==> src/sdrr_pkg.sv <==
// shared types, codes and reset values for the sd block read retry sequencer
`timescale 1ns / 1ps

package sdrr_pkg;

  localparam int unsigned ADDR_WIDTH_DEF = 32;

  // request kinds
  localparam logic [1:0] REQ_START = 2'd0;
  localparam logic [1:0] REQ_CMD_RESP = 2'd1;
  localparam logic [1:0] REQ_STATE = 2'd2;
  localparam logic [1:0] REQ_DATA_DONE = 2'd3;

  // actions
  localparam logic [1:0] ACT_SEND = 2'd0;
  localparam logic [1:0] ACT_RESEND = 2'd1;
  localparam logic [1:0] ACT_QUERY = 2'd2;
  localparam logic [1:0] ACT_FINISH = 2'd3;

  // error and status codes
  localparam logic [2:0] ERR_NONE = 3'd0;
  localparam logic [2:0] ERR_CMD_CRC = 3'd1;
  localparam logic [2:0] ERR_NO_RESP = 3'd2;
  localparam logic [2:0] ERR_RESP_CRC = 3'd3;
  localparam logic [2:0] ERR_DATA_CRC = 3'd4;
  localparam logic [2:0] ERR_GENERAL = 3'd5;
  localparam logic [2:0] ERR_OTHER = 3'd6;
  localparam logic [2:0] ERR_UNUSED = 3'd7;

  // card states
  localparam logic [1:0] CST_TRANSFER = 2'd0;
  localparam logic [1:0] CST_SENDING = 2'd1;

  // configuration register indexes
  localparam logic [1:0] CFG_STD_CAP = 2'd0;
  localparam logic [1:0] CFG_BLOCK_SHIFT = 2'd1;
  localparam logic [1:0] CFG_RETRY_LIMIT = 2'd2;

  localparam logic RST_STD_CAP = 1'b0;
  localparam logic [3:0] RST_BLOCK_SHIFT = 4'd9;
  localparam logic [3:0] RST_RETRY_LIMIT = 4'd2;

  typedef struct packed {
    logic        standard_capacity;
    logic [3:0]  block_shift;
    logic [3:0]  retry_limit;
  } cfg_t;

  typedef struct packed {
    logic        active;
    logic        cmd_busy;
    logic        data_outstanding;
    logic [2:0]  held_data_error;
    logic [3:0]  cmd_tries_left;
    logic [3:0]  data_tries_left;
    logic [31:0] current_block;
    logic [31:0] target_count;
    logic [31:0] done_count;
  } seq_state_t;

  typedef struct packed {
    logic [1:0]  action;
    logic [31:0] cmd_address;
    logic [31:0] blocks_done;
    logic [2:0]  status;
  } result_t;

  typedef struct packed {
    logic [1:0]  req_type;
    logic [31:0] start_block;
    logic [31:0] block_total;
    logic [2:0]  error_code;
    logic [1:0]  card_state;
  } event_t;

endpackage

==> src/sdrr_core.sv <==
// next-state and action logic for one event of the read sequencer
`timescale 1ns / 1ps

module sdrr_core #(
  parameter int unsigned ADDR_WIDTH = sdrr_pkg::ADDR_WIDTH_DEF
) (
  input  sdrr_pkg::cfg_t       cfg,
  input  sdrr_pkg::seq_state_t st,
  input  sdrr_pkg::event_t     ev,
  output sdrr_pkg::seq_state_t st_next,
  output logic                 emit,
  output sdrr_pkg::result_t    res
);

  localparam logic [31:0] AddrMask = 32'((33'd1 << ADDR_WIDTH) - 33'd1);

  logic [2:0]  err;
  logic        do_data;
  logic [2:0]  data_err;
  logic [31:0] done_inc;
  logic [46:0] byte_addr;
  logic [31:0] blk_addr;
  logic [1:0]  res_action;
  logic [2:0]  res_status;
  logic [31:0] cmd_addr;

  assign err = (ev.error_code == sdrr_pkg::ERR_UNUSED) ? sdrr_pkg::ERR_OTHER : ev.error_code;
  assign done_inc = st.done_count + 32'd1;

  always_comb begin
    st_next = st;
    emit = 1'b0;
    res_action = sdrr_pkg::ACT_SEND;
    res_status = sdrr_pkg::ERR_NONE;
    do_data = 1'b0;
    data_err = sdrr_pkg::ERR_NONE;

    case (ev.req_type)
      sdrr_pkg::REQ_START: begin
        st_next.active = 1'b1;
        st_next.held_data_error = sdrr_pkg::ERR_NONE;
        st_next.current_block = ev.start_block;
        st_next.target_count = ev.block_total;
        st_next.done_count = 32'd0;
        emit = 1'b1;
        if (ev.block_total != 32'd0) begin
          st_next.data_tries_left = cfg.retry_limit;
          st_next.cmd_tries_left = cfg.retry_limit;
          st_next.cmd_busy = 1'b1;
          st_next.data_outstanding = 1'b1;
          res_action = sdrr_pkg::ACT_SEND;
        end else begin
          st_next.active = 1'b0;
          st_next.cmd_busy = 1'b0;
          st_next.data_outstanding = 1'b0;
          res_action = sdrr_pkg::ACT_FINISH;
        end
      end
      sdrr_pkg::REQ_CMD_RESP, sdrr_pkg::REQ_STATE: begin
        if (st.active && st.cmd_busy) begin
          emit = 1'b1;
          if ((ev.req_type == sdrr_pkg::REQ_CMD_RESP && err == sdrr_pkg::ERR_NONE) ||
              (ev.req_type == sdrr_pkg::REQ_STATE && err == sdrr_pkg::ERR_NONE &&
               ev.card_state == sdrr_pkg::CST_SENDING)) begin
            // command complete
            emit = 1'b0;
            st_next.cmd_busy = 1'b0;
            if (!st.data_outstanding) begin
              do_data = 1'b1;
              data_err = st.held_data_error;
            end
          end else if ((ev.req_type == sdrr_pkg::REQ_CMD_RESP &&
                        (err == sdrr_pkg::ERR_CMD_CRC || err == sdrr_pkg::ERR_NO_RESP)) ||
                       (ev.req_type == sdrr_pkg::REQ_STATE && err == sdrr_pkg::ERR_NONE &&
                        ev.card_state == sdrr_pkg::CST_TRANSFER)) begin
            // command retry
            if (st.cmd_tries_left > 4'd1) begin
              st_next.cmd_tries_left = st.cmd_tries_left - 4'd1;
              res_action = sdrr_pkg::ACT_RESEND;
            end else begin
              st_next.cmd_tries_left = 4'd0;
              st_next.active = 1'b0;
              st_next.cmd_busy = 1'b0;
              st_next.data_outstanding = 1'b0;
              res_action = sdrr_pkg::ACT_FINISH;
              res_status = (ev.req_type == sdrr_pkg::REQ_STATE) ? sdrr_pkg::ERR_CMD_CRC : err;
            end
          end else if (ev.req_type == sdrr_pkg::REQ_CMD_RESP &&
                       err == sdrr_pkg::ERR_RESP_CRC) begin
            res_action = sdrr_pkg::ACT_QUERY;
          end else begin
            st_next.active = 1'b0;
            st_next.cmd_busy = 1'b0;
            st_next.data_outstanding = 1'b0;
            res_action = sdrr_pkg::ACT_FINISH;
            res_status = (err != sdrr_pkg::ERR_NONE) ? err : sdrr_pkg::ERR_GENERAL;
          end
        end
      end
      default: begin
        if (st.active && st.data_outstanding) begin
          st_next.data_outstanding = 1'b0;
          if (st.cmd_busy) begin
            st_next.held_data_error = err;
          end else begin
            do_data = 1'b1;
            data_err = err;
          end
        end
      end
    endcase

    // data transfer outcome
    if (do_data) begin
      emit = 1'b1;
      if (data_err == sdrr_pkg::ERR_NONE) begin
        st_next.done_count = done_inc;
        if (done_inc == st.target_count) begin
          st_next.active = 1'b0;
          st_next.cmd_busy = 1'b0;
          st_next.data_outstanding = 1'b0;
          res_action = sdrr_pkg::ACT_FINISH;
        end else begin
          st_next.current_block = st.current_block + 32'd1;
          st_next.data_tries_left = cfg.retry_limit;
          st_next.cmd_tries_left = cfg.retry_limit;
          st_next.data_outstanding = 1'b1;
          st_next.cmd_busy = 1'b1;
          st_next.held_data_error = sdrr_pkg::ERR_NONE;
          res_action = sdrr_pkg::ACT_SEND;
        end
      end else if (data_err == sdrr_pkg::ERR_DATA_CRC && st.data_tries_left > 4'd1) begin
        st_next.data_tries_left = st.data_tries_left - 4'd1;
        st_next.cmd_tries_left = cfg.retry_limit;
        st_next.data_outstanding = 1'b1;
        st_next.cmd_busy = 1'b1;
        st_next.held_data_error = sdrr_pkg::ERR_NONE;
        res_action = sdrr_pkg::ACT_SEND;
      end else begin
        if (data_err == sdrr_pkg::ERR_DATA_CRC) begin
          st_next.data_tries_left = 4'd0;
        end
        st_next.active = 1'b0;
        st_next.cmd_busy = 1'b0;
        st_next.data_outstanding = 1'b0;
        res_action = sdrr_pkg::ACT_FINISH;
        res_status = data_err;
      end
    end
  end

  assign byte_addr = {15'd0, st_next.current_block} << cfg.block_shift;
  assign blk_addr = (cfg.standard_capacity ? byte_addr[31:0] : st_next.current_block) & AddrMask;

  assign cmd_addr = (res_action == sdrr_pkg::ACT_SEND || res_action == sdrr_pkg::ACT_RESEND)
                    ? blk_addr : 32'd0;

  assign res = '{action: res_action, cmd_address: cmd_addr,
                 blocks_done: st_next.done_count, status: res_status};

endmodule

==> src/sd_block_read_retry_sequencer_top.sv <==
// top level of the sd block read retry sequencer: registers and handshakes
//
//   channel  | direction | handshake            | payload
//   ---------+-----------+----------------------+-----------------------------------------
//   in       | in        | in_valid / in_ready  | req_type start_block block_total
//            |           |                      | error_code card_state
//   out      | out       | out_valid / out_ready| action cmd_address blocks_done status
//   cfg      | in        | cfg_valid / cfg_ready| cfg_index cfg_data
//
// one event per cycle while the output register is not stalled: an event is held in the
// input register, is decoded against the sequence state, and any action it emits lands
// in the output register
// the input register loads while empty or while the output register is empty or drained
// synchronous reset clears sequence state and valids and reloads the reset configuration
`timescale 1ns / 1ps

module sd_block_read_retry_sequencer_top #(
  parameter int unsigned ADDR_WIDTH = sdrr_pkg::ADDR_WIDTH_DEF
) (
  input  logic        clk,
  input  logic        rst,
  input  logic        in_valid,
  output logic        in_ready,
  input  logic [1:0]  req_type,
  input  logic [31:0] start_block,
  input  logic [31:0] block_total,
  input  logic [2:0]  error_code,
  input  logic [1:0]  card_state,
  output logic        out_valid,
  input  logic        out_ready,
  output logic [1:0]  action,
  output logic [31:0] cmd_address,
  output logic [31:0] blocks_done,
  output logic [2:0]  status,
  input  logic        cfg_valid,
  output logic        cfg_ready,
  input  logic [1:0]  cfg_index,
  input  logic [3:0]  cfg_data
);

  sdrr_pkg::cfg_t       cfg;
  sdrr_pkg::seq_state_t st;
  sdrr_pkg::seq_state_t st_next;
  sdrr_pkg::event_t     ev;
  sdrr_pkg::result_t    res;
  sdrr_pkg::result_t    out_reg;
  logic                 ev_valid;
  logic                 emit;
  logic                 fire;

  assign fire = ev_valid && (!out_valid || out_ready);
  assign in_ready = !ev_valid || fire;
  assign cfg_ready = 1'b1;

  sdrr_core #(
    .ADDR_WIDTH(ADDR_WIDTH)
  ) u_core (
    .cfg     (cfg),
    .st      (st),
    .ev      (ev),
    .st_next (st_next),
    .emit    (emit),
    .res     (res)
  );

  always_ff @(posedge clk) begin
    if (rst) begin
      cfg.standard_capacity <= sdrr_pkg::RST_STD_CAP;
      cfg.block_shift <= sdrr_pkg::RST_BLOCK_SHIFT;
      cfg.retry_limit <= sdrr_pkg::RST_RETRY_LIMIT;
    end else if (cfg_valid) begin
      case (cfg_index)
        sdrr_pkg::CFG_STD_CAP:     cfg.standard_capacity <= cfg_data[0];
        sdrr_pkg::CFG_BLOCK_SHIFT: cfg.block_shift <= cfg_data;
        sdrr_pkg::CFG_RETRY_LIMIT: cfg.retry_limit <= cfg_data;
        default: ;
      endcase
    end
  end

  // input register
  always_ff @(posedge clk) begin
    if (rst) begin
      ev_valid <= 1'b0;
    end else if (in_ready) begin
      ev_valid <= in_valid;
    end
    if (in_valid && in_ready) begin
      ev.req_type <= req_type;
      ev.start_block <= start_block;
      ev.block_total <= block_total;
      ev.error_code <= error_code;
      ev.card_state <= card_state;
    end
  end

  // sequence state
  always_ff @(posedge clk) begin
    if (rst) begin
      st <= '0;
    end else if (fire) begin
      st <= st_next;
    end
  end

  // output register
  always_ff @(posedge clk) begin
    if (rst) begin
      out_valid <= 1'b0;
    end else if (fire && emit) begin
      out_valid <= 1'b1;
    end else if (out_ready) begin
      out_valid <= 1'b0;
    end
    if (fire && emit) begin
      out_reg <= res;
    end
  end

  assign action = out_reg.action;
  assign cmd_address = out_reg.cmd_address;
  assign blocks_done = out_reg.blocks_done;
  assign status = out_reg.status;

endmodule
==> config.mk <==
export PLATFORM = sky130hd
export DESIGN_NAME = sd_block_read_retry_sequencer_top
export DESIGN_NICKNAME = d
export VERILOG_FILES = /design/src/sdrr_pkg.sv /design/src/sdrr_core.sv /design/src/sd_block_read_retry_sequencer_top.sv
export SDC_FILE = /design/constraint.sdc
export NUM_CORES = 1
export LEC_CHECK = 0
export ABC_AREA = 1
export BUFFER_PORTS_ARGS = -buffer_cell sky130_fd_sc_hd__buf_4
export CAP_MARGIN = 10
export CORE_MARGIN = 2
export CORE_UTILIZATION = 54
export CTS_CLUSTER_SIZE = 16
export DETAILED_ROUTE_END_ITERATION = 7
export PLACE_DENSITY = 0.77
export SYNTH_ARGS = -nofsm -noshare
export SYNTH_HDL_FRONTEND = slang
export SYNTH_SLANG_ARGS = --single-unit
export TNS_END_PERCENT = 10
==> constraint.sdc <==
create_clock -name clk -period 3.7 [get_ports clk]
set_clock_uncertainty 0.1 [all_clocks]
set_input_delay 0 -clock clk [delete_from_list [all_inputs] [get_ports clk]]
set_output_delay 0 -clock clk [all_outputs]
set_load 0.03 [all_outputs]
## Word-level counts from Yosys, hierarchy flattened

Index checks and enable logic that the tools add are counted.

| cells by class | value |
|---|---|
| add/sub/neg operators | 4 |
| $lt $le $gt $ge | 2 |
| equal/unequal tests | 18 |
| shifts and indexed selects | 1 |
| muxes and demuxes | 76 |
| reductions and logical operators | 38 |

Operators by type and width:

| kind | number |
|---|---|
| $mux 32 | 4 |
| $mux 100 | 1 |
| $mux 3 | 22 |
| $add 32x1->32 const B | 2 |
| $mux 46 | 1 |
| $mux 43 | 1 |
| $eq 32x32->1 | 1 |
| $reduce_bool 32->1 | 1 |
| $shl 32x4->32 | 1 |
| $mux 4 | 7 |
| $mux 2 | 12 |
| $mux 1 | 17 |
| $mux 14 | 1 |
| $logic_and 1x1->1 | 12 |
| $pmux 3 s2 | 2 |
| $eq 2x1->1 const B | 4 |
| $gt 4x1->1 const B | 2 |
| $logic_not 2->1 | 4 |
| $mux 8 | 1 |
| $pmux 2 s2 | 2 |
| $pmux 4 s2 | 1 |
| $reduce_and 2->1 | 4 |
| $sub 4x1->4 const B | 2 |
| $mux 7 | 1 |
| 20 further kinds | 33 |

| word-level totals | value |
|---|---|
| flip-flop bits (word level) | 261 |
| input bits | 82 |
| output and inout bits | 72 |
| logic and storage cells | 162 |

## Longest topological paths before layout

| depth | value |
|---|---|
| depth in word-level cells | 16 |
| gate-level depth with buffers | 24 |
| depth with buffers taken out | 23 |

## Hierarchy

A second synthesis with hierarchy kept.

| second synthesis, totals | value |
|---|---|
| cells, all modules | 2,489 |
| area, all modules | 17,015.1 sq um |

Modules (own cells, without submodules):

| module | instances | cells each | area an instance (sq um) | seq. area each (sq um) |
|---|---|---|---|---|
| sd_block_read_retry_sequencer_top | 1 | 934 | 9,605.5 | 6,626.4 |
| sdrr_core | 1 | 1,555 | 7,409.6 | 0.0 |

## Worst setup path after synthesis

No wires, ideal clock.

| path | value |
|---|---|
| kind | reg-to-reg |
| from | register ev[69] (netlist name) |
| to | register out_reg, in the netlist action[0] (enable) |
| setup time | 0.423 ns |
| arrival time | 3.134 ns |
| data required time | 3.177 ns |
| slack | 0.043 ns |
| stages on the path, launching flop included | 10 |
| buffers on the path | 1 |
| period minus slack after synthesis | 3.657 ns |
| path through | edfxtp_1 -> inv_1 -> ha_1 -> inv_1 -> nor3_1 -> nand4_1 -> nand2_1 -> clkbuf_1 -> o21ai_0 -> inv_1 |

| between the ends | value |
|---|---|
| longest elaborated chain between the ends | 9 |
| elaborated cells between the ends (all ways) | 16 |
| classes of those cells | eq/ne: 2; mux: 7; reduce/logical: 7 |

Ends and longest elaborated chain:

| what | line | text |
|---|---|---|
| $eq 2x2->1 | sdrr_core.sv:38, sdrr_core.sv:63 |  |
| $logic_and 1x1->1 (2 in series) | sdrr_core.sv:63 | `(ev.req_type == sdrr_pkg::REQ_STATE && err == sdrr_pkg::ERR_NONE &&` |
| $logic_or 1x1->1 | sdrr_core.sv:62 | `if ((ev.req_type == sdrr_pkg::REQ_CMD_RESP && err == sdrr_pkg::ERR_NONE) \|\|` |
| $mux 1 | sdrr_core.sv:62 |  |
| $mux 1 | sdrr_core.sv:60 | `if (st.active && st.cmd_busy) begin` |
| $pmux 1 s2 | sdrr_core.sv:38 | `case (ev.req_type)` |
| $mux 1 (*) | sdrr_core.sv:114 | `if (do_data) begin` |
| $logic_and 1x1->1 (*) | sd_block_read_retry_sequencer_top.sv:115 | `if (fire && emit) begin` |
| end signal, assigned | sd_block_read_retry_sequencer_top.sv:116 | `out_reg <= res;` |
| end, declared | sd_block_read_retry_sequencer_top.sv:46 | `sdrr_pkg::result_t out_reg;` |

Every way passes the cells marked *; elsewhere a longest branch is shown, timed or not.
A chain may end at the register's enable or synchronous reset.

## Worst setup path in the final report

| path | value |
|---|---|
| from | register st[5] (netlist name) |
| to | register out_reg, in the netlist cmd_address[23], data pin |

| between the ends | value |
|---|---|
| longest elaborated chain between the ends | 7 |
| elaborated cells between the ends (all ways) | 13 |
| classes of those cells | add/sub: 1; eq/ne: 2; shift: 1; mux: 7; reduce/logical: 2 |

Ends and longest elaborated chain:

| what | line | text |
|---|---|---|
| $add 32x1->32 (*) | sdrr_core.sv:28 | `assign done_inc = st.done_count + 32'd1;` |
| $eq 32x32->1 (*) | sdrr_core.sv:118 | `if (done_inc == st.target_count) begin` |
| $mux 43 or $mux 2 (tied branches) | sdrr_core.sv:118 |  |
| $mux 32 or $mux 2 (tied branches) | sdrr_core.sv:116 | `if (data_err == sdrr_pkg::ERR_NONE) begin` |
| $mux 46 or $mux 2 (tied branches) | sdrr_core.sv:114 |  |
| $shl 32x4->32 (tied with other cells) | sdrr_core.sv:152 | `assign byte_addr = {15'd0, st_next.current_block} << cfg.block_shift;` |
| $mux 32 or $logic_or 1x1->1 (tied branches) | sdrr_core.sv:153, sdrr_core.sv:155 |  |

Marks and branches as above.

==> metrics.md <==
| Metric | Value |
|---|---|
| Vias | about 16000 |
| Register area share after synthesis | 44.3% |
| Place WS | -0.0123 ns |
| Top-area cell type share of the netlist area | 28.1% |
| Post-synth EDFFs | 140 |
| Post-synthesis adder-cell area fraction | 0.837% |
| Overflow after GRT | 0 |
| Pins Over Slew Limit | 0 |
| Crit end category | register |
| Slowest stage delay, CP | between 0.3 and 0.4 ns |
| Area of the multi-input gates | about 0.0072 sq mm |
| DRT antenna net count | 0 |
| Final Setup Violations | 0 |
| PortBufs | 152 |
| Max Fanout on Critical Path | 10 |
| Compound-Gate Fraction of Synth Area | around 14% |
| CP Depth | 22 |
| Reg-to-reg slack, setup | 0.07 ns |
| Largest family of logic cells by synthesized area | simple AND/OR/NAND/NOR gates |
| Initial DRC count | roughly 2200 |
| Final Wtd Congestion | slightly below 1 |
| Buf/Inv on CP | 4 |
| Clock slew at reported path FFs | around 0.060 ns |
| Starting density of the core | around 55% |
| Slew HR | 46.4% |
| FF+latch count, synth | 261 |
| Final Non-Filler Cells | between 2000 and 3000 |
| Slack of the critical path | 0.0655 ns |
| Vias in the first global route | 14600 |
| Gr usage total | 33.8% |
| Synth Area in XOR/XNOR | 2.11% |
| Worst hold margin | 0.0428 ns |
| Area of all sequential standard cells | roughly 0.0066 sq mm |
| Cell Area, Synth | 0.0150 sq mm |
| Reg2reg end | cmd_address[23]$_SDFFCE_PN0P_ |
| Final TNS setup | 0 ns |
| Area grow syn2layout | 28.1% |
| Vias per std cell | 5.84 |
| Drt drc | 0 |
| Mean Syn Cell Area | 7.33 sq um |
| Leakage power | 8.34 nW |
| Row cnt | 60 |
| CTS H-tree lvls | 1 |
| Cell Chain, Critical Path | nand2_1 -> nor2_1 -> buf_4 -> nand2_1 -> nor2_4 -> nand3_1 -> nand2_1 -> nand2_1 -> nand2_1 -> nand3_1 -> nor2_2 -> buf_4 -> nand3_4 -> buf_4 -> nand3_1 -> nand3_1 -> nand3_1 -> nand3_1 -> nand3_2 -> nand3_1 -> nand2_1 -> inv_1 |
| Ys flop type | edfxtp_1 |
| I/O Pins | 154 |
| Share of cells above drive strength 1 | 16.5% |
| DIE AREA | 0.0290 sq mm |
| Routed len/inst | 18.5 microns |
| Root buffer cell | clkbuf_16 |
| Reg2reg start | st[5]$_SDFFE_PP0P_ |
| Final cell utilization of the core | 70.7% |
| GR peak layer | met2 |
| Dominant cells by area after synthesis | edfxtp_1 (28%), dfxtp_1 (16%), nand3_1 (13%) |
| Final Hold Viols | 0 |
| # Max-Cap Violations | 0 |
| Number of synthesis warnings | 0 |
| Die width | 170 microns |
| Synth Instances | slightly above 2000 |
| CP required | approximately 4 ns |
| Post-synthesis mux area share | 0% |
| Worst Hold Class | in2reg |
| Reg2Reg Depth | 22 |
| Dpl cells | 2547 |
| Critical Path Source Type | register |
| Worst vdd ir | 0.000400 V |
| Slew @ Worst Pin | 0.804 ns |
| First-pass GRT wire length | about 78000 microns |
| Filler Cell Count | 2201 |
| Worst Path Arrival | 3.87 ns |
| Tcrit/Tclk final | 98.2% |
| Ys async rst share | 0% |
| Largest net degree at the start of global routing | 84 |
| Cell mode on critical path | nand3_1 |
| Worst-case clock buffer depth | 3 |
| Initial antenna violation count | 1 |
| F_max | ~0.28 GHz |
| Dpl hpwl | 34500 microns |
| Placeable Area | 0.0271 sq mm |
| CTS Buf Count | 29 |
| Hold Path Sink | ev[47]$_DFFE_PP_ |
| Die H | 170 microns |
| HP Start | start_block[10] |
| CP Class | reg2reg |
| Met1 Track Usage GR | 49.2% |
| 1st-pass router iterations | 7 |
| Pwr dens | 381 mW/mm^2 |
| Met2 Use GR | a little over half |
| Unrepaired setup endpoints after global routing | true |
| Worst path slowest cell | dfxtp_1 |
| # clock sinks | 261 |
| Delay-heaviest family, CP | simple AND/OR/NAND/NOR gates |
| Ant. Diodes | 0 |
| CTS tree | built |
| Synth unique cells | 46 |
| Outcome | finished clean |
| Clock period minus final worst setup slack | 3.63 ns |
| Post-synth net total | around 2100 |
| Synth area leader | edfxtp_1 |
| Clk_lat worst skew | 0.57 ns |
| M3 GR Usage | 4.86% |
| Hold path depth | 2 |
| Simple logic cell fraction of the synthesized area | 29.1% |
| Final WL | 50100 microns |
| Nets@finish | 2400 |
==> per-stage QoR <==
stage / cell area [sq um] / total power, W
2_1_floorplan: 15000 / 0.00401
3_3_place_gp: 16900 / 0.00436
3_5_place_dp: 16900 / 0.00437
4_1_cts: 18700 / 0.00725
5_1_grt: 19200 / 0.00755
6_report: 19200 / 0.00730
==> sequential cells by signal, summed over array words and instances, names as in the netlist <==
register	flops
action	2
blocks_done	32
cfg	9
cmd_address	32
ev	71
ev_valid	1
out_valid	1
st	110
status	3
==> layer usage <==
metal	up-vias	wire [microns]
met5	-	9
met4	2	1580
met3	126	4810
met2	919	22100
met1	7302	21700
li1	7439	-
==> repair_timing <==
item,CTS,global route
gates resized for setup,1,80
pin swaps,0,12
hold endpoints to repair,109,0
endpoints found under the setup margin,8,42
cloned,0,3
buffers inserted,0,6
hold buffers,93,0
==> worst max-delay path by stage <==
stage / startpoint / slack [ns] / to
detailed placement: st[0]$_SDFFE_PP0P_ / -0.01 / cmd_address[23]$_SDFFCE_PN0P_
floorplan: ev[69]$_DFFE_PP_ / 0.04 / action[0]$_DFFE_PP_
global route: st[5]$_SDFFE_PP0P_ / -0.13 / cmd_address[23]$_SDFFCE_PN0P_
global placement: st[0]$_SDFFE_PP0P_ / 0.06 / cmd_address[15]$_SDFFCE_PN0P_
CTS: st[10]$_SDFFE_PP0P_ / 0.01 / cmd_address[23]$_SDFFCE_PN0P_
finish: st[5]$_SDFFE_PP0P_ / 0.07 / cmd_address[23]$_SDFFCE_PN0P_
==> report_power, final <==
part	switching, W	leakage, nW	internal (W)
registers	0.000104	2.32	0.00321
logic	0.000724	5.57	0.000430
clock network	0.00124	0.451	0.00160
total	0.00207	8.34	0.00523
==> placed cells by master (no fill, tap or decap), types with 3 or more instances in the layout <==
cell type,count
a211oi_1,8
nor2_4,12
inv_2,5
buf_6,3
inv_1,271
clkinv_1,10
xor2_1,33
edfxtp_1,140
clkbuf_1,6
nor4_1,13
a21oi_1,137
clkinv_2,6
a221oi_1,3
nor2_1,76
nand3_1,355
nand2_2,6
dfxtp_1,110
ha_1,8
dlygate4sd3_1,93
clkbuf_16,32
o22ai_1,5
o21ai_1,6
buf_4,225
dfxtp_2,10
nand4_1,18
o31ai_1,17
a22oi_1,3
nor2_2,15
nand3_2,42
buf_12,9
nor3_1,18
nand2_1,407
o211ai_1,7
o21bai_1,4
o21ai_0,184
a31oi_1,5
==> logic make-up after synthesis <==
logic type      count (synthesis)
simple gates                  969
compound gates                386
buf+inv                       376
flops                         261
xor+xnor                       36
fa+ha+maj                      10
other cells                     1
==> worst reg2reg max path: cells and delay by family, from the launching register on <==
family | cells | cell delay, ns
and+or+nand+nor | 18 | 2.32
buffers and inverters | 4 | 0.60
DFF | 1 | 0.38
==> Yosys cell counts, drive strengths merged (6+ instances only) <==
library cell    n
edfxtp        140
nand3         398
nor3           19
xor2           34
clkbuf         70
nand2         416
nor2          103
clkinv          6
a211oi          8
o211ai          7
nand4          18
ha             10
buf            24
nor4           13
a21oi         137
o31ai          17
o21ai         191
dfxtp         121
inv           276
==> layout make-up <==
type	count	share of cell area, %
multi-input combinational	1402	37.5
sequential	261	34.7
timing repair buffer	332	15.1
inverter	282	5.52
clock buffer	38	4.18
tap	372	2.43
clock inverter	15	0.633
Note: power is estimated with default switching activity, not from simulation.
